`src/skdc_pkg.sv`:
```
package skdc_pkg;

  localparam int unsigned IN_DATA_W  = 40;
  localparam int unsigned OUT_DATA_W = 48;
  localparam int unsigned OUT_USER_W = 3;
  localparam int unsigned CFG_IDX_W  = 3;
  localparam int unsigned CFG_DATA_W = 8;

  typedef enum logic [2:0] {
    EV_NONE       = 3'd0,
    EV_DUTY       = 3'd1,
    EV_PAIR_EMPTY = 3'd2,
    EV_PAIR_SET   = 3'd3,
    EV_CLEARED    = 3'd4
  } skdc_event_t;

  typedef enum logic [2:0] {
    REG_SCAN_DIVIDER     = 3'd0,
    REG_LONG_PRESS_STEPS = 3'd1,
    REG_SHORT_PRESS_MAX  = 3'd2,
    REG_DUTY_MAX         = 3'd3,
    REG_DUTY_MIN_FADE    = 3'd4,
    REG_PAIR_WINDOW      = 3'd5,
    REG_HOLD_TICKS       = 3'd6,
    REG_HOLD_PERIODS     = 3'd7
  } skdc_reg_t;

  typedef struct packed {
    logic [7:0] scan_divider;
    logic [7:0] long_press_steps;
    logic [7:0] short_press_max;
    logic [6:0] duty_max;
    logic [6:0] duty_min_fade;
    logic [7:0] pair_window_ticks;
    logic [7:0] reset_hold_ticks;
    logic [3:0] reset_hold_periods;
  } skdc_cfg_t;

  typedef struct packed {
    skdc_event_t event_res;
    logic [6:0]  duty_level;
    logic        light_on;
    logic        clear_id;
    logic [31:0] report_id;
  } skdc_res_t;

endpackage

```
`src/single_key_dimmer_control.sv`:
```
// Single-key dimmer controller: each input transaction is one key scan tick and
// yields exactly one result transaction, registered in the output stage. After
// reset the block waits in power-up mode, where a long hold clears the pairing
// ID and any release begins normal work with short-press toggle, long-press
// fading and triple-press pairing. One tick is accepted every clock cycle unless
// the skid entry of the two-entry output stage is full; control state updates
// combinationally. The user must write configuration only while idle (unenforced).
module single_key_dimmer_control (
  input  logic                                clk,
  input  logic                                rst_n,
  input  logic                                in_tvalid,
  output logic                                in_tready,
  // key_pressed [0], stored_id [32:1], zero fill [39:33]
  input  logic [skdc_pkg::IN_DATA_W-1:0]      in_tdata,
  output logic                                out_tvalid,
  input  logic                                out_tready,
  // duty_level [6:0], light_on [7], clear_id [8], report_id [40:9], zero fill [47:41]
  output logic [skdc_pkg::OUT_DATA_W-1:0]     out_tdata,
  // event_res [2:0]
  output logic [skdc_pkg::OUT_USER_W-1:0]     out_tuser,
  input  logic                                cfg_we,
  input  logic [skdc_pkg::CFG_IDX_W-1:0]      cfg_index,
  input  logic [skdc_pkg::CFG_DATA_W-1:0]     cfg_wdata
);

  skdc_pkg::skdc_cfg_t cfg;
  skdc_pkg::skdc_res_t step_res;
  skdc_pkg::skdc_res_t out_res;
  logic                in_accept;

  assign in_accept = in_tvalid && in_tready;

  skdc_cfg u_cfg (
    .clk       (clk),
    .rst_n     (rst_n),
    .cfg_we    (cfg_we),
    .cfg_index (cfg_index),
    .cfg_wdata (cfg_wdata),
    .cfg_o     (cfg)
  );

  skdc_core u_core (
    .clk         (clk),
    .rst_n       (rst_n),
    .step        (in_accept),
    .key_pressed (in_tdata[0]),
    .stored_id   (in_tdata[32:1]),
    .cfg         (cfg),
    .res         (step_res)
  );

  skdc_obuf u_obuf (
    .clk       (clk),
    .rst_n     (rst_n),
    .in_valid  (in_tvalid),
    .in_ready  (in_tready),
    .in_res    (step_res),
    .out_valid (out_tvalid),
    .out_ready (out_tready),
    .out_res   (out_res)
  );

  assign out_tuser = out_res.event_res;
  assign out_tdata = {7'd0, out_res.report_id, out_res.clear_id, out_res.light_on,
                      out_res.duty_level};

`ifndef SYNTHESIS
  a_clear_is_event: assert property (@(posedge clk) disable iff (!rst_n)
    (out_tvalid && out_res.clear_id) |-> (out_res.event_res == skdc_pkg::EV_CLEARED))
    else $error("clear_id without a clear event");

  a_id_only_pairing: assert property (@(posedge clk) disable iff (!rst_n)
    (out_tvalid && out_res.report_id != '0) |->
      (out_res.event_res == skdc_pkg::EV_PAIR_SET))
    else $error("report_id set outside a pairing event");

  a_accept_gives_result: assert property (@(posedge clk) disable iff (!rst_n)
    in_accept |=> out_tvalid)
    else $error("accepted transaction produced no result");
`endif

endmodule

```
`src/skdc_cfg.sv`:
```
module skdc_cfg (
  input  logic                               clk,
  input  logic                               rst_n,
  input  logic                               cfg_we,
  input  logic [skdc_pkg::CFG_IDX_W-1:0]     cfg_index,
  input  logic [skdc_pkg::CFG_DATA_W-1:0]    cfg_wdata,
  output skdc_pkg::skdc_cfg_t                cfg_o
);

  skdc_pkg::skdc_cfg_t cfg_r;
  skdc_pkg::skdc_cfg_t cfg_nxt;

  always_comb begin
    cfg_nxt = cfg_r;
    if (cfg_we) begin
      case (skdc_pkg::skdc_reg_t'(cfg_index))
        skdc_pkg::REG_SCAN_DIVIDER:     cfg_nxt.scan_divider       = cfg_wdata;
        skdc_pkg::REG_LONG_PRESS_STEPS: cfg_nxt.long_press_steps   = cfg_wdata;
        skdc_pkg::REG_SHORT_PRESS_MAX:  cfg_nxt.short_press_max    = cfg_wdata;
        skdc_pkg::REG_DUTY_MAX:         cfg_nxt.duty_max           = cfg_wdata[6:0];
        skdc_pkg::REG_DUTY_MIN_FADE:    cfg_nxt.duty_min_fade      = cfg_wdata[6:0];
        skdc_pkg::REG_PAIR_WINDOW:      cfg_nxt.pair_window_ticks  = cfg_wdata;
        skdc_pkg::REG_HOLD_TICKS:       cfg_nxt.reset_hold_ticks   = cfg_wdata;
        skdc_pkg::REG_HOLD_PERIODS:     cfg_nxt.reset_hold_periods = cfg_wdata[3:0];
        default: cfg_nxt = cfg_r;
      endcase
    end
  end

  always_ff @(posedge clk) begin
    if (!rst_n) begin
      cfg_r.scan_divider       <= 8'd4;
      cfg_r.long_press_steps   <= 8'd15;
      cfg_r.short_press_max    <= 8'd10;
      cfg_r.duty_max           <= 7'd100;
      cfg_r.duty_min_fade      <= 7'd10;
      cfg_r.pair_window_ticks  <= 8'd50;
      cfg_r.reset_hold_ticks   <= 8'd100;
      cfg_r.reset_hold_periods <= 4'd2;
    end else begin
      cfg_r <= cfg_nxt;
    end
  end

  assign cfg_o = cfg_r;

endmodule

```
`src/skdc_core.sv`:
```
module skdc_core (
  input  logic                clk,
  input  logic                rst_n,
  input  logic                step,
  input  logic                key_pressed,
  input  logic [31:0]         stored_id,
  input  skdc_pkg::skdc_cfg_t cfg,
  output skdc_pkg::skdc_res_t res
);

  localparam logic [7:0] QUICK_PRESS_TICKS = 8'd5;
  localparam logic [7:0] PAIR_PRESSES      = 8'd2;

  typedef struct packed {
    logic [7:0] scan_count;
    logic [7:0] hold_steps;
    logic       long_flag;
    logic       fade_down;
    logic       report_pending;
    logic [6:0] duty;
    logic [6:0] saved_duty;
    logic       light_state;
    logic [7:0] quick_count;
    logic [7:0] quick_debounce;
    logic       quick_done;
    logic [7:0] quick_gap;
    logic       running;
    logic [7:0] power_hold_ticks;
    logic [3:0] power_hold_periods;
    logic       clear_armed;
  } skdc_state_t;

  skdc_state_t state_r;
  skdc_state_t state_nxt;

  function automatic logic [7:0] sat8(input logic [7:0] v);
    sat8 = (v != 8'hFF) ? v + 8'd1 : v;
  endfunction

  always_comb begin
    state_nxt     = state_r;
    res.event_res = skdc_pkg::EV_NONE;
    res.report_id = '0;
    res.clear_id  = 1'b0;

    if (state_nxt.running) begin
      if (key_pressed) begin
        state_nxt.scan_count = sat8(state_nxt.scan_count);
        if (state_nxt.scan_count > cfg.scan_divider) begin
          state_nxt.scan_count = '0;
          state_nxt.hold_steps = sat8(state_nxt.hold_steps);
          if (state_nxt.hold_steps > cfg.long_press_steps) begin
            state_nxt.long_flag = 1'b1;
            if (state_nxt.duty != '0) begin
              if (!state_nxt.fade_down) begin
                if (state_nxt.duty < cfg.duty_max) begin
                  state_nxt.duty           = state_nxt.duty + 7'd1;
                  state_nxt.saved_duty     = state_nxt.duty;
                  state_nxt.report_pending = 1'b1;
                end
              end else if (state_nxt.duty > cfg.duty_min_fade) begin
                state_nxt.duty           = state_nxt.duty - 7'd1;
                state_nxt.saved_duty     = state_nxt.duty;
                state_nxt.report_pending = 1'b1;
              end
            end
          end
        end
      end else begin
        if (!state_nxt.long_flag && state_nxt.hold_steps != '0 &&
            state_nxt.hold_steps < cfg.short_press_max) begin
          state_nxt.report_pending = 1'b1;
          if (state_nxt.duty != '0) begin
            state_nxt.saved_duty  = state_nxt.duty;
            state_nxt.duty        = '0;
            state_nxt.light_state = 1'b0;
          end else begin
            state_nxt.duty = state_nxt.saved_duty;
            if (state_nxt.duty == '0) begin
              state_nxt.duty       = cfg.duty_max;
              state_nxt.saved_duty = cfg.duty_max;
            end
            state_nxt.light_state = 1'b1;
          end
        end else if (state_nxt.long_flag) begin
          state_nxt.fade_down = !state_nxt.fade_down;
        end
        if (state_nxt.duty == '0) begin
          state_nxt.fade_down = 1'b0;
        end
        if (state_nxt.duty == cfg.duty_max) begin
          state_nxt.fade_down = 1'b1;
        end
        state_nxt.scan_count = '0;
        state_nxt.hold_steps = '0;
        state_nxt.long_flag  = 1'b0;
        if (state_nxt.report_pending) begin
          state_nxt.report_pending = 1'b0;
          res.event_res            = skdc_pkg::EV_DUTY;
        end
      end

      if (key_pressed) begin
        state_nxt.quick_gap      = '0;
        state_nxt.quick_debounce = sat8(state_nxt.quick_debounce);
        if (state_nxt.quick_debounce > QUICK_PRESS_TICKS) begin
          state_nxt.quick_debounce = '0;
          if (!state_nxt.quick_done) begin
            state_nxt.quick_done  = 1'b1;
            state_nxt.quick_count = sat8(state_nxt.quick_count);
          end
        end
      end else begin
        state_nxt.quick_debounce = '0;
        state_nxt.quick_done     = 1'b0;
        state_nxt.quick_gap      = sat8(state_nxt.quick_gap);
        if (state_nxt.quick_gap > cfg.pair_window_ticks) begin
          state_nxt.quick_gap   = '0;
          state_nxt.quick_count = '0;
        end
        if (state_nxt.quick_count > PAIR_PRESSES) begin
          state_nxt.quick_count = '0;
          res.event_res = (stored_id == '0) ? skdc_pkg::EV_PAIR_EMPTY : skdc_pkg::EV_PAIR_SET;
          res.report_id = stored_id;
        end
      end

      if (state_nxt.clear_armed) begin
        state_nxt.clear_armed = 1'b0;
        res.event_res         = skdc_pkg::EV_CLEARED;
        res.report_id         = '0;
        res.clear_id          = 1'b1;
      end
    end else begin
      if (key_pressed) begin
        state_nxt.power_hold_ticks = sat8(state_nxt.power_hold_ticks);
        if (state_nxt.power_hold_ticks > cfg.reset_hold_ticks) begin
          state_nxt.power_hold_ticks = '0;
          if (state_nxt.power_hold_periods != 4'hF) begin
            state_nxt.power_hold_periods = state_nxt.power_hold_periods + 4'd1;
          end
          if (state_nxt.power_hold_periods > cfg.reset_hold_periods) begin
            state_nxt.power_hold_periods = '0;
            state_nxt.clear_armed        = 1'b1;
            state_nxt.running            = 1'b1;
          end
        end
      end else begin
        state_nxt.running = 1'b1;
      end
    end

    res.duty_level = state_nxt.duty;
    res.light_on   = state_nxt.light_state;
  end

  always_ff @(posedge clk) begin
    if (!rst_n) begin
      state_r <= '0;
    end else if (step) begin
      state_r <= state_nxt;
    end
  end

endmodule

```
`src/skdc_obuf.sv`:
```
module skdc_obuf (
  input  logic                clk,
  input  logic                rst_n,
  input  logic                in_valid,
  output logic                in_ready,
  input  skdc_pkg::skdc_res_t in_res,
  output logic                out_valid,
  input  logic                out_ready,
  output skdc_pkg::skdc_res_t out_res
);

  skdc_pkg::skdc_res_t main_r;
  skdc_pkg::skdc_res_t main_nxt;
  skdc_pkg::skdc_res_t skid_r;
  skdc_pkg::skdc_res_t skid_nxt;
  logic                main_vld_r;
  logic                main_vld_nxt;
  logic                skid_vld_r;
  logic                skid_vld_nxt;
  logic                take;

  assign in_ready = !skid_vld_r;
  assign take     = main_vld_r && out_ready;

  always_comb begin
    main_nxt     = main_r;
    skid_nxt     = skid_r;
    main_vld_nxt = main_vld_r;
    skid_vld_nxt = skid_vld_r;
    if (skid_vld_r) begin
      if (take) begin
        main_nxt     = skid_r;
        skid_vld_nxt = 1'b0;
      end
    end else if (in_valid) begin
      if (!main_vld_r || take) begin
        main_nxt     = in_res;
        main_vld_nxt = 1'b1;
      end else begin
        skid_nxt     = in_res;
        skid_vld_nxt = 1'b1;
      end
    end else if (take) begin
      main_vld_nxt = 1'b0;
    end
  end

  always_ff @(posedge clk) begin
    if (!rst_n) begin
      main_vld_r <= 1'b0;
      skid_vld_r <= 1'b0;
    end else begin
      main_vld_r <= main_vld_nxt;
      skid_vld_r <= skid_vld_nxt;
    end
  end

  always_ff @(posedge clk) begin
    main_r <= main_nxt;
    skid_r <= skid_nxt;
  end

  assign out_valid = main_vld_r;
  assign out_res   = main_r;

endmodule
```
`config.mk`:
```
export PLATFORM = sky130hd
export DESIGN_NAME = single_key_dimmer_control
export DESIGN_NICKNAME = d
export VERILOG_FILES = /design/src/skdc_pkg.sv /design/src/single_key_dimmer_control.sv /design/src/skdc_cfg.sv /design/src/skdc_core.sv /design/src/skdc_obuf.sv
export SDC_FILE = /design/constraint.sdc
export NUM_CORES = 1
export LEC_CHECK = 0
export BUFFER_PORTS_ARGS = -buffer_cell sky130_fd_sc_hd__buf_2
export CELL_PAD_IN_SITES_DETAIL_PLACEMENT = 0
export CELL_PAD_IN_SITES_GLOBAL_PLACEMENT = 1
export CORE_UTILIZATION = 48
export CTS_BUF_LIST = sky130_fd_sc_hd__clkbuf_2
export DETAILED_ROUTE_END_ITERATION = 10
export PLACE_DENSITY_LB_ADDON = 0.1
export SYNTH_ARGS = -nofsm -noshare
export SYNTH_HDL_FRONTEND = slang
export SYNTH_HIERARCHICAL = 1
export SYNTH_SLANG_ARGS = --single-unit
```
`constraint.sdc`:
```
create_clock -name clk -period 4.3 [get_ports clk]
set_clock_uncertainty 0.15 [all_clocks]
set_input_delay 0.86 -clock clk [delete_from_list [all_inputs] [get_ports clk]]
set_output_delay 0.86 -clock clk [all_outputs]
set_load 0.01 [all_outputs]
```
# Yosys cells after proc, flatten, opt, wreduce, memory -nomap -nowiden
# Cells that the tools add are included.
# Widths: inputs -> output; s select.
# word_totals
register_bits	221
latch_bits	0
ramBits	0
rom_bits	0
inputBits	56
out_inout_bits	53
n_memories	0
# op_classes
addsub	9
mul	0
n_div	0
order_cmp	10
n_eq_ne	28
n_shift	0
n_mux	68
bitwise	4
n_reduce_logical	44
# ops
op	count
$mux 44	4
$mux 15	8
$mux 8	12
$mux 33	2
$mux 32	2
$mux 17	3
$add 8x1->8 const B	6
$mux 16	3
$ne 8x8->1 const B	6
$mux 40	1
$gt 8x8->1	4
$logic_not 32->1	1
$mux 14	2
$mux 13	2
$mux 25	1
$mux 1	18
$reduce_and 2->1	9
$reduce_and 3->1	6
$mux 4	4
$mux 3	5
$logic_not 7->1	2
$eq 3x3->1 const B	4
$ne 2x1->1 const B	6
$ne 3x3->1 const B	4
other kinds (29)	48

# Logic depth before layout (Yosys ltp)
# Gate-level depths: netlist of run 1.
# logic_depth
word_depth	15
mapped_depth	17
depth_no_buf	15

# By module
# The synthesis of run 1 kept the hierarchy.
# modules_own_cells
module	instances	cells_each	area_per_inst_um2
skdc_core	1	929	6864.1
skdc_obuf	1	151	3281.9
skdc_cfg	1	213	2240.9
single_key_dimmer_control	1	9	62.6

# Worst setup path before layout of run 1
# Ideal clock, no wire load.
# synth_timing
kind	in2reg
startpoint	in in_tvalid
endpoint	reg u_obuf.main_r, in the netlist u_obuf/out_res[0], enable pin
setup_ns	0.460
arrival_ns	3.088
t_required_ns	3.690
path_slack_ns	0.602
path_stages	2
cell_sequence	mux2i_1 -> a21oi_1
# synth_via
elab_chain_len	2
# synth_rtl
item	line	source
from (decl)	single_key_dimmer_control.sv:11	input logic in_tvalid,
$reduce_bool 2->1 (no source line)	--	
$reduce_and 3->1 (no source line)	--	
to (signal assigned)	skdc_obuf.sv:59	main_r <= main_nxt;
to (decl)	skdc_obuf.sv:12	skdc_pkg::skdc_res_t main_r;
# No other way between the ends.
# A chain may end at the register's enable or synchronous reset.

==> metrics.md, run 1 <==
| Metric | Value |
|---|---|
| Post-route clock period utilization | 93.5% |
| Vias | 9999 |
| Final Core Density | 54.3% |
| Clock latency on the worst-skew pair | 0.83 ns |
| First-pass GRT wire length | 49.5 mm |
| Via/cell ratio | 5.59 |
| Internal power | 3010 µW |
| Setup crit end kind | flip-flop |
| Synthesized area per cell | 9.56 µm² |
| Synth Area in Compound Gates | 14.1% |
| Final Max Slew Viols | 0 |
| Simple logic cell fraction of the synthesized area | 19.0% |
| Final Hold Fails | 0 |
| Yosys top cell area share | 21.4% |
| Die height | 163 µm |
| Initial DRC Count | 701 |
| Filler instances | 2384 |
| XOR/XNOR share of the synthesized area | 2.25% |
| Cts hold-fix bufs | 0 |
| Yosys top cell by area | dfxtp_1 |
| Combinational share of power | 9.8% |
| Die W | 163 µm |
| Cts bufs inserted | 58 |
| Syn Inst Count | 1302 |
| CTS max path bufs | 3 |
| Post-detailed-route count of antenna-violating nets | 0 |
| Post-synth cell types | 93 |
| Status | finished clean |
| Sequential fraction of the synthesis area | 42.6% |
| Slew at the pin closest to its max-slew limit | 1.10 ns |
| Worst-path fanout max | 6 |
| CTS clk-pin slew, worst paths | 0.10 ns |
| Leak | 0.00572 µW |
| Post-Route WL | 30.9 mm |
| Most frequent cells in the layout | 132 x dfxtp_1, 131 x nand2_1, 94 x buf_2 |
| DRC viols | 0 |
| Max-Cap Viols | 0 |
| EDFF count, synth | 88 |
| Post-synth ARST share | 0% |
| Mapped Area | 12400 µm² |
| Highest clock rate | 0.249 GHz |
| Vias in the first global route | 9644 |
| Overflow after GRT | 0 |
| Setup TNS | 0 ns |
| Net count reported at finish | 1539 |
| PD cells | 302 nW/µm² |
| GRT Resource Usage Total | 23.4% |
| CP required | 4.72 ns |
| TritonCTS clock tree | built |
| Dpl hpwl | 22.0 mm |
| Largest net degree at the start of global routing | 49 |
| Yosys warns | 6 |
| Max_slew headroom | 27.0% |
| Peak VDD IR | 0.000206 V |
| Part of the power in the clock network | 35.3% |
| Worst Hold Class | in -> reg |
| Worst setup SP type | flip-flop |
| Top_reg_cell synth | dfxtp_1 |
| Initial antenna violation count | 1 |
| Rows | 58 |
| Sequential share of power | 54.9% |
| Post-Synth Adder-Cell Area | 6.83% |
| PortBufs | 94 |
| Net Switching | 1150 µW |
| Syn-to-layout area delta | 10.6% |
| Post-DR wirelength/cell | 17.2 µm |
| Fin crit period | 4.02 ns |
| CP arrival | 4.44 ns |
| I/O pin count | 109 |
| Routability Congestion | 0.909 |
| Switching Share | 27.6% |
| CTS H-tree lvls | 2 |
| CP Class | reg -> reg |
| Synth top area cells | dfxtp_1 21%, edfxtp_1 21%, ha_1 6.8%, mux2i_1 5.0%, mux2_2 4.5% |
| Final Setup Violations | 0 |
| Number of clock sinks | 221 |
| Die ar. | 26600 µm² |
| #FFs+latches synth | 221 |
| Multiplexer share of the synthesized area | 9.51% |
| Commonest non-fill, non-tap cell in the layout | dfxtp_1 |
| Starting Density | 49.2% |
| Clock root cell | clkbuf_2 |
| RSZ-0062 raised after global routing | false |
| Drt pass-1 iters | 5 |
| Largest family of logic cells by synthesized area | simple AND/OR/NAND/NOR gates |
| Layout cells sized above 1 | 20.6% |
| Total core area | 25300 µm² |
[critical path, cell delays in order, from the launching register on]
cell      delay, ns
dfxtp_1        0.43
and4_1         0.26
nand4_1        0.26
nand2b_1       0.21
nor2_1         0.07
xor2_1         0.18
ha_1           0.27
nand4_1        0.15
nor2_1         0.07
a211o_1        0.28
and2_1         0.26
nor3_2         0.46
a211oi_1       0.17
a211o_1        0.29
mux2_2         0.27
[power groups by stage]
stage | logic [µW] | clock network (µW) | registers (µW)
floorplan | 250 | 0 | 2340
global placement | 404 | 0 | 2330
detailed placement | 406 | 0 | 2330
CTS | 408 | 1530 | 2280
global route | 446 | 1630 | 2290
finish | 407 | 1470 | 2280
[synthesized netlist by cell type (all sizes together), types with 6 or more instances]
cell,count
xnor2,27
edfxtp,88
a21oi,75
nor2,71
inv,75
dfxtp,133
nor3,16
and3,22
nand2b,7
o22ai,7
a21o,7
ha,68
or3,6
nor4,19
and2,38
a211o,6
a31oi,28
a22oi,11
nand4,20
nand2,132
nand3,48
mux2i,62
mux2,50
a211oi,12
o21ai,47
o21a,16
clkbuf,47
or3b,6
buf,35
nor2b,34
[cell type report]
class	instances	area, µm²	share of cell area [%]
clock inverters	29	171	1.25
diodes	1	2.50	0.0182
multi-input cells	929	6480	47.1
flip-flops and latches	221	5310	38.6
inverters	76	285	2.07
clock buffers	75	375	2.73
well taps	330	413	3.00
repair buffers	129	733	5.33
[state kept, by name, summed over array words and instances (netlist names)]
signal	count
u_core/state_r	73
u_obuf/skid_vld_r	1
u_obuf/out_valid	1
u_obuf/out_res	44
u_cfg/cfg_o	58
u_obuf/skid_r	44
[path summary, 6_finish.rpt]
path	slack, ns	to	cells after the start	startpoint
worst max-delay path	0.28	u_obuf/out_res[35]	14	u_core/state_r[68]
worst max register to register	0.28	u_obuf/out_res[35]	14	u_core/state_r[68]
worst min register to register	0.31	u_cfg/cfg_o[34]	2	u_cfg/cfg_o[34]
worst min-delay path	0.11	u_obuf/skid_vld_r	2	out_tready
[cells by family (layout without fill, tap and decap cells)]
family	after synthesis	count (layout)
AND/OR/NAND/NOR	452	452
flip-flops	221	221
AO/OA/AOI/OAI	258	258
other	1	8
buffers and inverters	158	309
adder cells (fa/ha/maj)	68	68
multiplexers	112	112
XOR/XNOR	32	32
[metrics by stage]
step / cells / total power (µW) / instance area, µm² / hold slack [ns] / setup slack, ns
finish: 1790 / 4160 / 13800 / 0.106 / 0.280
global route: 1790 / 4370 / 13800 / 0.0311 / 0.0192
CTS: 1789 / 4220 / 13800 / 0.0309 / 0.290
detailed placement: 1685 / 2740 / 13200 / 0.297 / 0.269
global placement: 1685 / 2730 / 13200 / 0.295 / 0.343
floorplan: 1308 / 2590 / 12500 / 0.280 / 0.602
[per-layer routing]
| layer | track usage, % | share of wire, % |
|---|---|---|
| met1 | 32.1 | 48 |
| met4 | 6.58 | 1.4 |
| met2 | 37.2 | 45 |
| met3 | 4.75 | 5.3 |
| met5 | 0 | 0 |
[repair_timing]
item	CTS	global route
hold endpoints to repair	0	0
setup endpoints to repair	0	2
gates resized for setup	0	1
setup buffers	0	0
(Power assumes the default switching activity.)
==> run 2, diff against run 1 <==
- PLACE_DENSITY_LB_ADDON: 0.1 -> 0.15
- SKIP_LAST_GASP: not set -> 1
==> run 2 against run 1 <==
Critical path depth unchanged. Die area unchanged. Combinational power about the same. First-iteration DRC count down 15%. Total power up 1.1%. Cell area about the same. Wire length down 1.0%. Setup slack worse by 0.0038 ns. Critical endpoint unchanged.
==> metrics.md, run 2 (synthesized netlist as in run 1, its figures left out) <==
| Metric | Value |
|---|---|
| Status | finished clean |
| Internal power | 3070 µW |
| First-pass GRT wire length | 48.9 mm |
| Worst Hold Class | in -> reg |
| Worst-path fanout max | 6 |
| Post-Route WL | 30.5 mm |
| Switching Share | 27.0% |
| Storage cell area | 5310 µm² |
| Die ar. | 26600 µm² |
| Leak | 0.00572 µW |
| Reg with most FFs | u_core/state_r |
| Sequential share of power | 54.3% |
| Largest net degree at the start of global routing | 49 |
| Post_cts resized | 0 |
| I/O pin count | 109 |
| Overflow after GRT | 0 |
| CP arrival | 4.44 ns |
| Vias | 9945 |
| Setup TNS | 0 ns |
| Post-detailed-route count of antenna-violating nets | 0 |
| Dpl hpwl | 21.7 mm |
| CP required | 4.72 ns |
| Die height | 163 µm |
| Final Setup Violations | 0 |
| Part of the power in the clock network | 36.1% |
| Starting Density | 49.2% |
| TritonCTS clock tree | built |
| Initial antenna violation count | 1 |
| Layout cells sized above 1 | 21.0% |
| CTS max path bufs | 3 |
| Clock root cell | clkbuf_2 |
| CP Class | reg -> reg |
| PortBufs | 94 |
| Final Hold Fails | 0 |
| Commonest non-fill, non-tap cell in the layout | dfxtp_1 |
| Number of clock sinks | 221 |
| Fin crit period | 4.02 ns |
| PD cells | 306 nW/µm² |
| Clock latency on the worst-skew pair | 0.83 ns |
| Total core area | 25300 µm² |
| Post-CTS Setup Inserts | 0 |
| Post-DR wirelength/cell | 17.1 µm |
| Rows | 58 |
| CTS clk-pin slew, worst paths | 0.11 ns |
| Routability Congestion | 0.918 |
| CTS H-tree lvls | 2 |
| Initial DRC Count | 596 |
| Final Core Density | 54.3% |
| Max_slew headroom | 27.0% |
| Vias in the first global route | 9560 |
| Cts bufs inserted | 59 |
| Net Switching | 1130 µW |
| Post-route clock period utilization | 93.6% |
| Area of the multi-input gates | 6470 µm² |
| Max-Cap Viols | 0 |
| DRC viols | 0 |
| Final Max Slew Viols | 0 |
| RSZ-0062 raised after global routing | false |
| Drt pass-1 iters | 5 |
| Worst setup SP type | flip-flop |
| Syn-to-layout area delta | 10.5% |
| Slew at the pin closest to its max-slew limit | 1.09 ns |
| Die W | 163 µm |
| GRT Resource Usage Total | 23.2% |
| Most frequent cells in the layout | 132 x dfxtp_1, 131 x nand2_1, 94 x buf_2 |
| Combinational share of power | 9.6% |
| Setup crit end kind | flip-flop |
| Highest clock rate | 0.249 GHz |
| Net count reported at finish | 1535 |
| Filler instances | 2418 |
| Max FFs per register | 73 |
| Cts hold-fix bufs | 0 |
| Peak VDD IR | 0.000184 V |
| Via/cell ratio | 5.57 |
==> run 2: cell count changes in the layout (fill, tap and decap cells not counted) <==
cell / previous run / this run
clkinv_2: 4 / 0
diode_2: 1 / 2
clkinv_1: 23 / 14
clkinv_4: 1 / 0
clkbuf_2: 75 / 89
buf_4: 35 / 29
buf_12: 0 / 1
clkinvlp_4: 0 / 1
a21oi_2: 2 / 1
a21oi_1: 72 / 73
==> run 2: critical path: stages (launching register included) <==
cell	delay, ns
dfxtp_1	0.44
and4_1	0.26
nand4_1	0.27
nand2b_1	0.21
nor2_1	0.07
xor2_1	0.19
ha_1	0.28
nand4_1	0.15
nor2_1	0.07
a211o_1	0.32
and2_1	0.20
nor3_2	0.45
a211oi_1	0.18
a211o_1	0.28
mux2_2	0.26
==> run 2: through the flow <==
step / cells / total power, µW / hold slack [ns] / setup WS (ns) / area, µm²
after floorplan: 1308 / 2590 / 0.280 / 0.602 / 12500
after global placement: 1680 / 2730 / 0.295 / 0.353 / 13200
after detailed placement: 1680 / 2740 / 0.299 / 0.336 / 13200
after CTS: 1785 / 4280 / 0.0342 / 0.279 / 13700
after global routing: 1787 / 4440 / 0.0314 / 0.00274 / 13800
final: 1787 / 4200 / 0.109 / 0.276 / 13800
==> run 2: cell type report <==
cell class              count  area share [%]
inverters                  76            2.07
flip-flops and latches    221            38.6
repair buffers            124            5.15
clock inverters            16           0.846
clock buffers              89            3.24
multi-input cells         929            47.1
diodes                      2          0.0364
well taps                 330            3.00
==> run 2: worst paths after layout <==
check	startpoint	to	slack, ns	cells after the start
worst max-delay path	u_core/state_r[68]	u_obuf/out_res[35]	0.28	14
worst min-delay path	out_tready	u_obuf/skid_vld_r	0.11	2
worst max register to register	u_core/state_r[68]	u_obuf/out_res[35]	0.28	14
worst min register to register	u_cfg/cfg_o[38]	u_cfg/cfg_o[38]	0.31	2
==> run 2: routing by layer <==
layer | GRT usage [%] | vias to the layer above | share of wire, %
met5 | 0 | - | 0
met4 | 6.41 | 0 | 1.6
met3 | 3.91 | 44 | 5.7
met2 | 37.1 | 272 | 45
met1 | 32.2 | 4665 | 47
li1 | - | 4964 | -
==> run 2: power groups by stage <==
| stage | sequential (µW) | combinational (µW) | clock [µW] |
|---|---|---|---|
| finish | 2280 | 404 | 1520 |
| floorplan | 2340 | 250 | 0 |
| global placement | 2330 | 401 | 0 |
| detailed placement | 2330 | 404 | 0 |
| global route | 2290 | 443 | 1700 |
| CTS | 2280 | 407 | 1590 |
